--- config.mk ---
export PLATFORM = sky130hd
export DESIGN_NAME = pm_sensor_frame_parser
export DESIGN_NICKNAME = d
export VERILOG_FILES = /design/src/design/pmsfp_pkg.sv /design/src/design/pm_sensor_frame_parser.sv /design/src/design/pmsfp_core.sv
export SDC_FILE = /design/constraint.sdc
export NUM_CORES = 1
export LEC_CHECK = 0
export ABC_CLOCK_PERIOD_IN_PS = 6800
export BUFFER_PORTS_ARGS = -buffer_cell sky130_fd_sc_hd__buf_2
export CAP_MARGIN = 10
export CORE_AREA = 2 2 201 104
export DETAILED_ROUTE_END_ITERATION = 16
export DIE_AREA = 0 0 203 106
export PLACE_DENSITY = 0.77
export SYNTH_ARGS = -nofsm -noshare
export SYNTH_HDL_FRONTEND = slang
export SYNTH_SLANG_ARGS = --single-unit
--- constraint.sdc ---
create_clock -name clk_i -period 6.8 [get_ports clk_i]
set_input_delay 2.04 -clock clk_i [delete_from_list [all_inputs] [get_ports clk_i]]
set_output_delay 2.04 -clock clk_i [all_outputs]
set_load 0.1 [all_outputs]
--- src/design/pmsfp_pkg.sv ---
// Shared types and constants of the particle sensor frame parser.
package pmsfp_pkg;

  localparam int unsigned CodeW = 3;
  localparam int unsigned PmW   = 16;
  localparam int unsigned CoefW = 8;

  // Response codes
  localparam logic [CodeW-1:0] RC_UNKNOWN = 3'd0;
  localparam logic [CodeW-1:0] RC_ACK     = 3'd1;
  localparam logic [CodeW-1:0] RC_NAK     = 3'd2;
  localparam logic [CodeW-1:0] RC_SINGLE  = 3'd3;
  localparam logic [CodeW-1:0] RC_AUTO    = 3'd4;
  localparam logic [CodeW-1:0] RC_COEFF   = 3'd5;
  localparam logic [CodeW-1:0] RC_AZERO   = 3'd6;
  localparam logic [CodeW-1:0] RC_TIMEOUT = 3'd7;

  // Reset values of the stored readings
  localparam logic [PmW-1:0]   PM_RESET    = 16'hFFFF;
  localparam logic [CoefW-1:0] COEFF_RESET = 8'd100;

  // One response beat
  typedef struct packed {
    logic             valid;
    logic [CodeW-1:0] code;
    logic [PmW-1:0]   fine;
    logic [PmW-1:0]   coarse;
    logic [CoefW-1:0] coeff;
  } resp_t;

endpackage

--- src/design/pm_sensor_frame_parser.sv ---
// Top level of the particle sensor frame parser: stream ports and output skid register.
//
// Takes one sensor UART byte or receive-timeout event per beat and accepts a beat
// every cycle while the slave side is ready. Each beat is parsed in the same cycle
// it is accepted; a frame that completes on that beat, or a timeout, registers one
// response beat for the master side, carrying the response code and the stored
// PM2.5, PM10 and coefficient readings after that frame. Responses pass through
// an output register and a one-entry skid register, so the slave side stays ready
// while one response waits; it stalls only when both hold a response. Frame lengths
// above MAX_FRAME_LEN are reported as unknown and hunting resumes.
module pm_sensor_frame_parser #(
  parameter int unsigned MAX_FRAME_LEN = 36
) (
  input  logic        clk_i,
  input  logic        rst_ni,
  input  logic        s_axis_tvalid_i,
  output logic        s_axis_tready_o,
  input  logic [7:0]  s_axis_tdata_i,   // [7:0] data_byte
  input  logic        s_axis_tuser_i,   // [0] func
  output logic        m_axis_tvalid_o,
  input  logic        m_axis_tready_i,
  output logic [39:0] m_axis_tdata_o,   // [15:0] pm_fine, [31:16] pm_coarse, [39:32] coeff_value
  output logic [2:0]  m_axis_tuser_o    // [2:0] response_code
);
  import pmsfp_pkg::*;

  resp_t resp;
  resp_t out_q, skid_q;
  logic  out_valid_q, skid_valid_q;
  logic  in_fire;

  assign s_axis_tready_o = !skid_valid_q;
  assign in_fire         = s_axis_tvalid_i && s_axis_tready_o;

  pmsfp_core #(
    .MAX_FRAME_LEN(MAX_FRAME_LEN)
  ) u_core (
    .clk_i      (clk_i),
    .rst_ni     (rst_ni),
    .fire_i     (in_fire),
    .func_i     (s_axis_tuser_i),
    .data_byte_i(s_axis_tdata_i),
    .resp_o     (resp)
  );

  always_ff @(posedge clk_i or negedge rst_ni) begin
    if (!rst_ni) begin
      out_valid_q  <= 1'b0;
      skid_valid_q <= 1'b0;
    end else if (!out_valid_q || m_axis_tready_i) begin
      // drain the skid entry first, otherwise take the new response
      if (skid_valid_q) begin
        out_valid_q  <= 1'b1;
        skid_valid_q <= 1'b0;
      end else begin
        out_valid_q <= resp.valid;
      end
    end else if (resp.valid) begin
      skid_valid_q <= 1'b1;
    end
  end

  always_ff @(posedge clk_i) begin
    if (!out_valid_q || m_axis_tready_i) begin
      out_q <= skid_valid_q ? skid_q : resp;
    end else if (resp.valid) begin
      skid_q <= resp;
    end
  end

  assign m_axis_tvalid_o = out_valid_q;
  assign m_axis_tuser_o  = out_q.code;
  assign m_axis_tdata_o  = {out_q.coeff, out_q.coarse, out_q.fine};

endmodule

--- src/design/pmsfp_core.sv ---
// Frame parsing state machine: hunts headers, sums, captures and stores readings.
module pmsfp_core #(
  parameter int unsigned MAX_FRAME_LEN = 36
) (
  input  logic              clk_i,
  input  logic              rst_ni,
  input  logic              fire_i,
  input  logic              func_i,
  input  logic [7:0]        data_byte_i,
  output pmsfp_pkg::resp_t  resp_o
);
  import pmsfp_pkg::*;

  localparam logic [7:0] LenMax = 8'(MAX_FRAME_LEN);

  localparam logic [7:0] HDR_ACK   = 8'hA5;
  localparam logic [7:0] HDR_NAK   = 8'h96;
  localparam logic [7:0] HDR_SHORT = 8'h40;
  localparam logic [7:0] HDR_AUTO  = 8'h42;
  localparam logic [7:0] HDR_AUTO2 = 8'h4D;
  localparam logic [7:0] CMD_PM    = 8'h04;
  localparam logic [7:0] CMD_COEFF = 8'h10;
  localparam logic [7:0] SHORT_FIRST = 8'd3;
  localparam logic [7:0] AUTO_FIRST  = 8'd6;

  typedef enum logic [5:0] {
    PH_HUNT   = 6'b000001,
    PH_SECOND = 6'b000010,
    PH_SHORT  = 6'b000100,
    PH_LENHI  = 6'b001000,
    PH_LENLO  = 6'b010000,
    PH_AUTO   = 6'b100000
  } phase_e;

  typedef enum logic [1:0] {
    KIND_ACK   = 2'd0,
    KIND_NAK   = 2'd1,
    KIND_SHORT = 2'd2,
    KIND_AUTO  = 2'd3
  } kind_e;

  typedef struct packed {
    logic [15:0] fine;
    logic [15:0] coarse;
  } pend_t;

  function automatic pend_t capture(logic [7:0] pos, logic [7:0] b, logic [7:0] first,
                                    pend_t cur);
    pend_t r;
    r = cur;
    if (pos == first) begin
      r.fine[15:8] = b;
    end else if (pos == first + 8'd1) begin
      r.fine[7:0] = b;
    end else if (pos == first + 8'd2) begin
      r.coarse[15:8] = b;
    end else if (pos == first + 8'd3) begin
      r.coarse[7:0] = b;
    end
    return r;
  endfunction

  phase_e      phase_q, phase_d;
  kind_e       kind_q, kind_d;
  logic [7:0]  len_q, len_d;      // length high byte while in PH_LENLO
  logic [7:0]  pos_q, pos_d;
  logic [15:0] sum_q, sum_d;
  logic [7:0]  cmd_q, cmd_d;
  logic [7:0]  sumhi_q, sumhi_d;
  pend_t       pend_q, pend_d;
  logic [15:0] fine_q, fine_d;
  logic [15:0] coarse_q, coarse_d;
  logic [7:0]  coeff_q, coeff_d;

  logic        emit;
  logic [2:0]  code;
  pend_t       pend_n;
  logic [7:0]  cmd_n;
  logic [8:0]  pos9, len9;
  logic [15:0] sum_add;

  assign pos9    = {1'b0, pos_q};
  assign len9    = {1'b0, len_q};
  assign sum_add = sum_q + {8'd0, data_byte_i};

  always_comb begin
    phase_d  = phase_q;
    kind_d   = kind_q;
    len_d    = len_q;
    pos_d    = pos_q;
    sum_d    = sum_q;
    cmd_d    = cmd_q;
    sumhi_d  = sumhi_q;
    pend_d   = pend_q;
    fine_d   = fine_q;
    coarse_d = coarse_q;
    coeff_d  = coeff_q;
    emit     = 1'b0;
    code     = RC_UNKNOWN;
    cmd_n    = (pos_q == 8'd2) ? data_byte_i : cmd_q;
    pend_n   = capture(pos_q, data_byte_i,
                       (phase_q == PH_AUTO) ? AUTO_FIRST : SHORT_FIRST, pend_q);

    if (fire_i) begin
      if (func_i) begin
        emit    = 1'b1;
        code    = RC_TIMEOUT;
        phase_d = PH_HUNT;
      end else begin
        unique case (phase_q)
          PH_HUNT: begin
            if (data_byte_i == HDR_ACK || data_byte_i == HDR_NAK ||
                data_byte_i == HDR_SHORT || data_byte_i == HDR_AUTO) begin
              priority if (data_byte_i == HDR_ACK)   kind_d = KIND_ACK;
              else if (data_byte_i == HDR_NAK)       kind_d = KIND_NAK;
              else if (data_byte_i == HDR_SHORT)     kind_d = KIND_SHORT;
              else                                   kind_d = KIND_AUTO;
              sum_d   = {8'd0, data_byte_i};
              pos_d   = 8'd1;
              len_d   = 8'd0;
              cmd_d   = 8'd0;
              sumhi_d = 8'd0;
              pend_d  = '0;
              phase_d = PH_SECOND;
            end
          end
          PH_SECOND: begin
            unique case (kind_q)
              KIND_ACK: begin
                emit = 1'b1;
                code = (data_byte_i == HDR_ACK) ? RC_ACK : RC_UNKNOWN;
                phase_d = PH_HUNT;
              end
              KIND_NAK: begin
                emit = 1'b1;
                code = (data_byte_i == HDR_NAK) ? RC_NAK : RC_UNKNOWN;
                phase_d = PH_HUNT;
              end
              KIND_SHORT: begin
                if (data_byte_i > LenMax) begin
                  emit    = 1'b1;
                  phase_d = PH_HUNT;
                end else begin
                  len_d   = data_byte_i;
                  sum_d   = sum_add;
                  pos_d   = 8'd2;
                  phase_d = PH_SHORT;
                end
              end
              default: begin
                if (data_byte_i != HDR_AUTO2) begin
                  emit    = 1'b1;
                  phase_d = PH_HUNT;
                end else begin
                  sum_d   = sum_add;
                  pos_d   = 8'd2;
                  phase_d = PH_LENHI;
                end
              end
            endcase
          end
          PH_SHORT: begin
            cmd_d  = cmd_n;
            pend_d = pend_n;
            if (pos9 <= len9 + 9'd1) begin
              sum_d = sum_add;
              pos_d = pos_q + 8'd1;
            end else begin
              emit    = 1'b1;
              phase_d = PH_HUNT;
              // checksum is the two's complement of the low sum byte
              if ((8'd0 - sum_q[7:0]) != data_byte_i) begin
                code = RC_UNKNOWN;
              end else if (cmd_n == CMD_PM) begin
                fine_d   = pend_n.fine;
                coarse_d = pend_n.coarse;
                code     = RC_SINGLE;
              end else if (cmd_n == CMD_COEFF) begin
                coeff_d = pend_n.fine[15:8];
                code    = RC_COEFF;
              end else begin
                code = RC_UNKNOWN;
              end
            end
          end
          PH_LENHI: begin
            len_d   = data_byte_i;
            sum_d   = sum_add;
            pos_d   = 8'd3;
            phase_d = PH_LENLO;
          end
          PH_LENLO: begin
            sum_d = sum_add;
            if (len_q != 8'd0 || data_byte_i > LenMax || data_byte_i == 8'd0) begin
              emit    = 1'b1;
              phase_d = PH_HUNT;
            end else begin
              len_d   = data_byte_i;
              pos_d   = 8'd4;
              phase_d = PH_AUTO;
            end
          end
          PH_AUTO: begin
            pend_d = pend_n;
            if (pos9 < len9 + 9'd3) begin
              if (pos9 <= len9 + 9'd1) begin
                sum_d = sum_add;
              end else begin
                sumhi_d = data_byte_i;
              end
              pos_d = pos_q + 8'd1;
            end else begin
              emit    = 1'b1;
              phase_d = PH_HUNT;
              if (len_q < 8'd2 || {sumhi_q, data_byte_i} != sum_q) begin
                code = RC_UNKNOWN;
              end else if (pend_n.fine == 16'd0 && pend_n.coarse == 16'd0) begin
                code = RC_AZERO;
              end else begin
                fine_d   = pend_n.fine;
                coarse_d = pend_n.coarse;
                code     = RC_AUTO;
              end
            end
          end
          default: begin
            phase_d = PH_HUNT;
          end
        endcase
      end
    end
  end

  always_comb begin
    resp_o.valid  = emit;
    resp_o.code   = code;
    resp_o.fine   = fine_d;
    resp_o.coarse = coarse_d;
    resp_o.coeff  = coeff_d;
  end

  always_ff @(posedge clk_i or negedge rst_ni) begin
    if (!rst_ni) begin
      phase_q  <= PH_HUNT;
      kind_q   <= KIND_ACK;
      len_q    <= '0;
      pos_q    <= '0;
      sum_q    <= '0;
      cmd_q    <= '0;
      sumhi_q  <= '0;
      pend_q   <= '0;
      fine_q   <= PM_RESET;
      coarse_q <= PM_RESET;
      coeff_q  <= COEFF_RESET;
    end else begin
      phase_q  <= phase_d;
      kind_q   <= kind_d;
      len_q    <= len_d;
      pos_q    <= pos_d;
      sum_q    <= sum_d;
      cmd_q    <= cmd_d;
      sumhi_q  <= sumhi_d;
      pend_q   <= pend_d;
      fine_q   <= fine_d;
      coarse_q <= coarse_d;
      coeff_q  <= coeff_d;
    end
  end

endmodule

Yosys cells after proc, flatten, opt, wreduce, memory -nomap -nowiden

Index checks and enable logic that the tools add are counted.

Bits of input ports: 13
Output and inout port bits: 45
Register bits: 216

$add $sub $neg: 8
Equality and inequality tests: 35
Multiplexer cells: 98
Order comparisons: 4
Reductions and logical operators: 35
Bitwise operators: 2

Operators by type and width:

| operator                                                        | number |
|---|---|
| 16-bit 2-to-1 mux                                               | 22 |
| 8-bit 2-to-1 mux                                                | 25 |
| 16-bit one-hot mux with 2 select lines                          | 3 |
| 16-bit one-hot mux with 5 select lines                          | 1 |
| 32-bit one-hot mux with 2 select lines                          | 1 |
| 8-bit one-hot mux with 2 select lines                           | 3 |
| 8-bit one-hot mux with 6 select lines                           | 1 |
| 43-bit 2-to-1 mux                                               | 1 |
| 6-bit one-hot mux with 6 select lines                           | 1 |
| 8-bit == test                                                   | 4 |
| 16-bit logical NOT                                              | 2 |
| 32-bit 2-to-1 mux                                               | 1 |
| 8-bit one-hot mux with 4 select lines                           | 1 |
| 3-bit 2-to-1 mux                                                | 10 |
| 6-bit 2-to-1 mux                                                | 5 |
| 24-bit 2-to-1 mux                                               | 1 |
| 16-bit by 8-bit adder with 16-bit output                        | 1 |
| 8-bit by 1-bit adder with 8-bit output, second input constant   | 2 |
| 8-bit by 2-bit adder with 8-bit output, second input constant   | 2 |
| 8-bit by 7-bit == test with 1-bit output, second input constant | 2 |
| 8-bit == test, second input constant                            | 2 |
| 16-bit != test                                                  | 1 |
| 4-bit AND reduction                                             | 4 |
| 1-bit 2-to-1 mux                                                | 12 |
| other kinds (48)                                                | 74 |

Logic depth before layout (Yosys ltp)

Depth in word-level cells: 17
Depth in mapped cells: 16

Hierarchy

From an unflattened synthesis, not the netlist that was laid out.

Cells, all modules: 1,027
Area total of the unflattened synthesis: 11,524.8 sq um

Modules (own cells, without submodules):

| module                 | area an instance (sq um) | cells each | times used | seq. area each (sq um) |
|---|---|---|---|---|
| pmsfp_core             | 8,147.8                  | 883        | 1          | 3,248.1 |
| pm_sensor_frame_parser | 3,377.0                  | 144        | 1          | 2,632.5 |

Worst setup path before layout

OpenSTA, ideal clock, no wires.

Path kind: input to register
From: input port m_axis_tready_i
To: register skid_q[0] in the netlist's numbering (enable)
Arrival time: 6,459 ps
Path slack: -164 ps
Data required time: 6,294 ps
Stages: 2
Path through: nand2b_1 > nor3b_1

Longest elaborated chain between the ends: 3

Ends and longest elaborated chain:

| what                                 | line                         | text |
|---|---|---|
| start: declaration                   | pm_sensor_frame_parser.sv:21 | `input logic m_axis_tready_i,` |
| 1-bit logical OR                     | pm_sensor_frame_parser.sv:64 | `if (!out_valid_q \|\| m_axis_tready_i) begin` |
| 1-bit NOT (no source line)           | n/a                          |  |
| 2-bit AND reduction (no source line) | n/a                          |  |
| end signal: assignment               | pm_sensor_frame_parser.sv:67 | `skid_q <= resp;` |
| end: declaration                     | pm_sensor_frame_parser.sv:28 | `resp_t out_q, skid_q;` |

No other way between the ends.
A chain may end at the register's enable or synchronous reset.

==> impl_metrics.ini <==
[place]
placedInstanceArea_mm2 = 0.01221
dp_slack_ns = 0.8543
gp_congestion = 0.9915
hpwl_mm = 21.80
placedCellCount = 1430
io_buffers = 57

[grt]
overflow = 0
grt_pass1_vias = 8895
grt_pass1_wl_mm = 50.38
antenna_found_initial = 0
grt_usage = 0.3000
grt_max_degree = 89

[setup_path]
crit_fanout = 22
slowest_stage = a2111oi_1
critPathTopFamily = simple AND/OR/NAND/NOR gates
cp.required_ns = 7.06
critical_path_class = in2reg
arrival_ns = 5.88
start_kind = input pin
path_cells = buf_2, ha_1, or3_1, a2111oi_1, nand4_1, or2_1, mux2_1, mux2_2
path_buf_inv = 1
cp_slowest_stage_delay_ns = 1.01
cp-end-kind = flop

[clock_tree]
root_buffer = clkbuf_16
cts_buffer_depth = 3
clkLatencyLatePin_ns = 0.52
numCtsBuffers = 20
h-tree-depth = 1
cts_setup_buffers = 0
cts_tree = done
cts-resized-gates = 0
clk_pin_slew_ns = 0.06
cts_hold_buf = 0
cts.sinks = 216

[timing]
layout_setup_ws_ns = 1.179
fmax_mhz = 177.9
hold_viol_final = 0
slew_violations = 0
setup-violations-final = 0
fin_setup_tns_ns = 0
finalCritPeriodShare = 0.8266
rsz0062_at_grt = false
worst_slew_pin_slew_ns = 1.144
slew_headroom = 0.2352
whs_ns = 0.5034
skew_ns = 0.01416
finalCriticalPeriod_ns = 5.621

[cells_and_area]
fill_cells = 1617
final_layout_size_suffix_gt1_frac = 0.1817
multiInputGateArea_mm2 = 0.005454
final_cells = 1467
fin_area_mm2 = 0.01292
diodes = 0
final_nets = 1223
seqCellArea_mm2 = 0.005881
area_growth_pct = 9.929

[floorplan]
die_height_um = 106
core_area_mm2 = 0.01995
die_x_um = 203
die-area_mm2 = 0.02152
io_pins = 58
std_cell_rows = 37
initial_core_util = 0.5893

[yosys]
async_flop_share = 0.6019
synth_edf_count = 86
avgSynthCellArea_um2 = 10.13
yosys.area.top_type = edfxtp_1
synth.area.mux_share = 0.06992
synth-seq-area-share = 0.5002
syn_inst = 1161
ys_warn_count = 0
synth_top_family_by_area = simple AND/OR/NAND/NOR gates
synth_nets = 1204
synthFlopType = dfrtp_1
synthSimpleGateAreaFrac = 0.1699
synth_cell_types = 73
synth_compound_area_frac = 0.1653
ys_ff_latch = 216
synth_area_leaders = edfxtp_1, dfrtp_1, dfstp_2
netlist_area_mm2 = 0.01176
synth_xor_area_frac = 0.02384
synthAdderAreaFrac = 0.03256
yosysTopAreaCellShare = 0.2196

[drt]
drtIter0Drc = 1186
routed_wl_mm = 31.78
wl_met3_mm = 3.955
wl_met2_mm = 12.41
ant_nets = 0
highest_layer = met5
drcViolationCount = 0
routed_via_density = 6.500
firstDrtPassIters = 5
wl_per_cell_um = 21.66
vias = 9536
wl_met1_mm = 14.91

[status]
status = complete, no violations

[run]
maxCapViolCount = 0

[min_path]
hold_path_class = reg2reg

[power]
vdd_ir_drop_max_uv = 245.6
p_per_area_mw_per_mm2 = 298.0
leakagePower_nw = 5.334
-- cells in the mapped netlist, types with 10 or more instances --
master	instances
clkbuf_1	58
inv_1	31
dfrtp_1	94
nor2_1	56
xor2_1	16
nor3_1	27
dfstp_2	36
a21o_1	12
nand2_1	166
xnor2_1	16
mux2_2	56
edfxtp_1	86
a221o_1	24
mux2_4	10
a31oi_1	16
a22o_1	13
nor2b_1	10
nand2b_1	10
nand4_1	15
nand3_1	42
o21ai_0	108
nor4_1	16
ha_1	29
a21oi_1	47
and3_1	15
-- cell type report --
class,instances,area share
clock buffer,25,0.04259
multi-input combinational,838,0.4220
tap,273,0.02643
clock inverter,11,0.01249
sequential,216,0.4550
inverter,32,0.009293
timing repair buffer,72,0.03224
-- cell usage in the layout (no fill, tap or decap), types with 5 or more instances in the layout --
cell type | Yosys | layout
a31oi_1 | 16 | 16
buf_2 | 9 | 56
xor2_1 | 16 | 16
mux2_4 | 10 | 10
ha_1 | 29 | 29
dfrtp_1 | 94 | 94
mux2_2 | 56 | 56
nor2b_1 | 10 | 10
a21o_1 | 12 | 12
o21ai_0 | 108 | 108
xnor2_1 | 16 | 16
a211oi_1 | 9 | 9
clkbuf_16 | 0 | 21
dfstp_2 | 36 | 36
inv_1 | 31 | 31
or4_1 | 9 | 9
and3_1 | 15 | 15
nand2b_1 | 10 | 9
nor3_1 | 27 | 27
nor4b_1 | 5 | 5
buf_4 | 0 | 14
nand3_1 | 42 | 42
o31ai_1 | 9 | 9
a22o_1 | 13 | 13
nor2_1 | 56 | 56
edfxtp_1 | 86 | 86
nor4_1 | 16 | 15
or3_1 | 7 | 7
o22ai_1 | 5 | 5
nand2_1 | 166 | 166
o211ai_1 | 5 | 5
a21oi_1 | 47 | 47
nand4_1 | 15 | 15
nand4b_1 | 5 | 5
o2111ai_1 | 6 | 6
a22oi_1 | 7 | 7
a221o_1 | 24 | 24
nor4bb_1 | 5 | 5
a211o_1 | 5 | 5
-- state kept, by name (all words and copies together), names as in the netlist, 6 cells and up --
name and cells:
m_axis_tdata_o 40, skid_q 43, u_core.cmd_q 8, u_core.coarse_q 16, u_core.coeff_q 8, u_core.fine_q 16
u_core.len_q 8, u_core.pend_q 32, u_core.phase_q 6, u_core.pos_q 8, u_core.sum_q 16, u_core.sumhi_q 8
-- routing by layer --
| metal | vias up | GRT usage |
|---|---|---|
| met5 | - | 0 |
| met4 | 2 | 0.04692 |
| met3 | 49 | 0.1150 |
| met2 | 502 | 0.3921 |
| met1 | 4643 | 0.4711 |
| li1 | 4340 | - |
-- per-stage QoR --
stage | util | power, W
after global placement | 0.6117 | 0.002591
final | 0.6478 | 0.003852
after CTS | 0.6474 | 0.003840
after floorplan | - | 0.002346
after detailed placement | 0.6117 | 0.002613
after global routing | 0.6478 | 0.004025
-- worst paths after layout --
kind	endpoint	depth (start not counted)	start	slack (ns)
max in group asynchronous	u_core.pend_q[23]	2	rst_ni	4.05
worst min-delay path	u_core.sumhi_q[1]	2	u_core.sumhi_q[1]	0.50
min in group asynchronous	u_core.pos_q[6]	1	rst_ni	1.58
worst max register to register	m_axis_tdata_o[28]	8	u_core.phase_q[3]	2.12
worst min register to register	u_core.sumhi_q[1]	2	u_core.sumhi_q[1]	0.50
worst max-delay path	m_axis_tdata_o[33]	8	s_axis_tdata_i[0]	1.18
-- worst reg2reg max path: stages (launching register included) --
cell and delay [ns]:
dfrtp_1 0.51, or4_1 0.77, o211ai_1 0.50, nand2_2 0.28, mux2_2 0.43, or4_1 0.65, o21bai_2 0.24, and3_1 0.88
a221o_1 0.30
-- logic make-up (layout without fill, tap and decap cells) --
logic type                 count (synthesis)  after routing
adders and majority gates                 30             30
buffers and inverters                    107            140
and+or+nand+nor                          409            409
DFF                                      216            216
AOI/OAI and AO/OA                        297            297
xor gates and xnor gates                  32             32
muxes                                     70             70
-- where the power goes --
part           internal [W]  switching (W)  total, W
logic              0.000345       0.000691   0.00104
registers           0.00145       0.000139   0.00159
clock network      0.000729       0.000499   0.00123
Note: power is estimated with default switching activity, not from simulation.
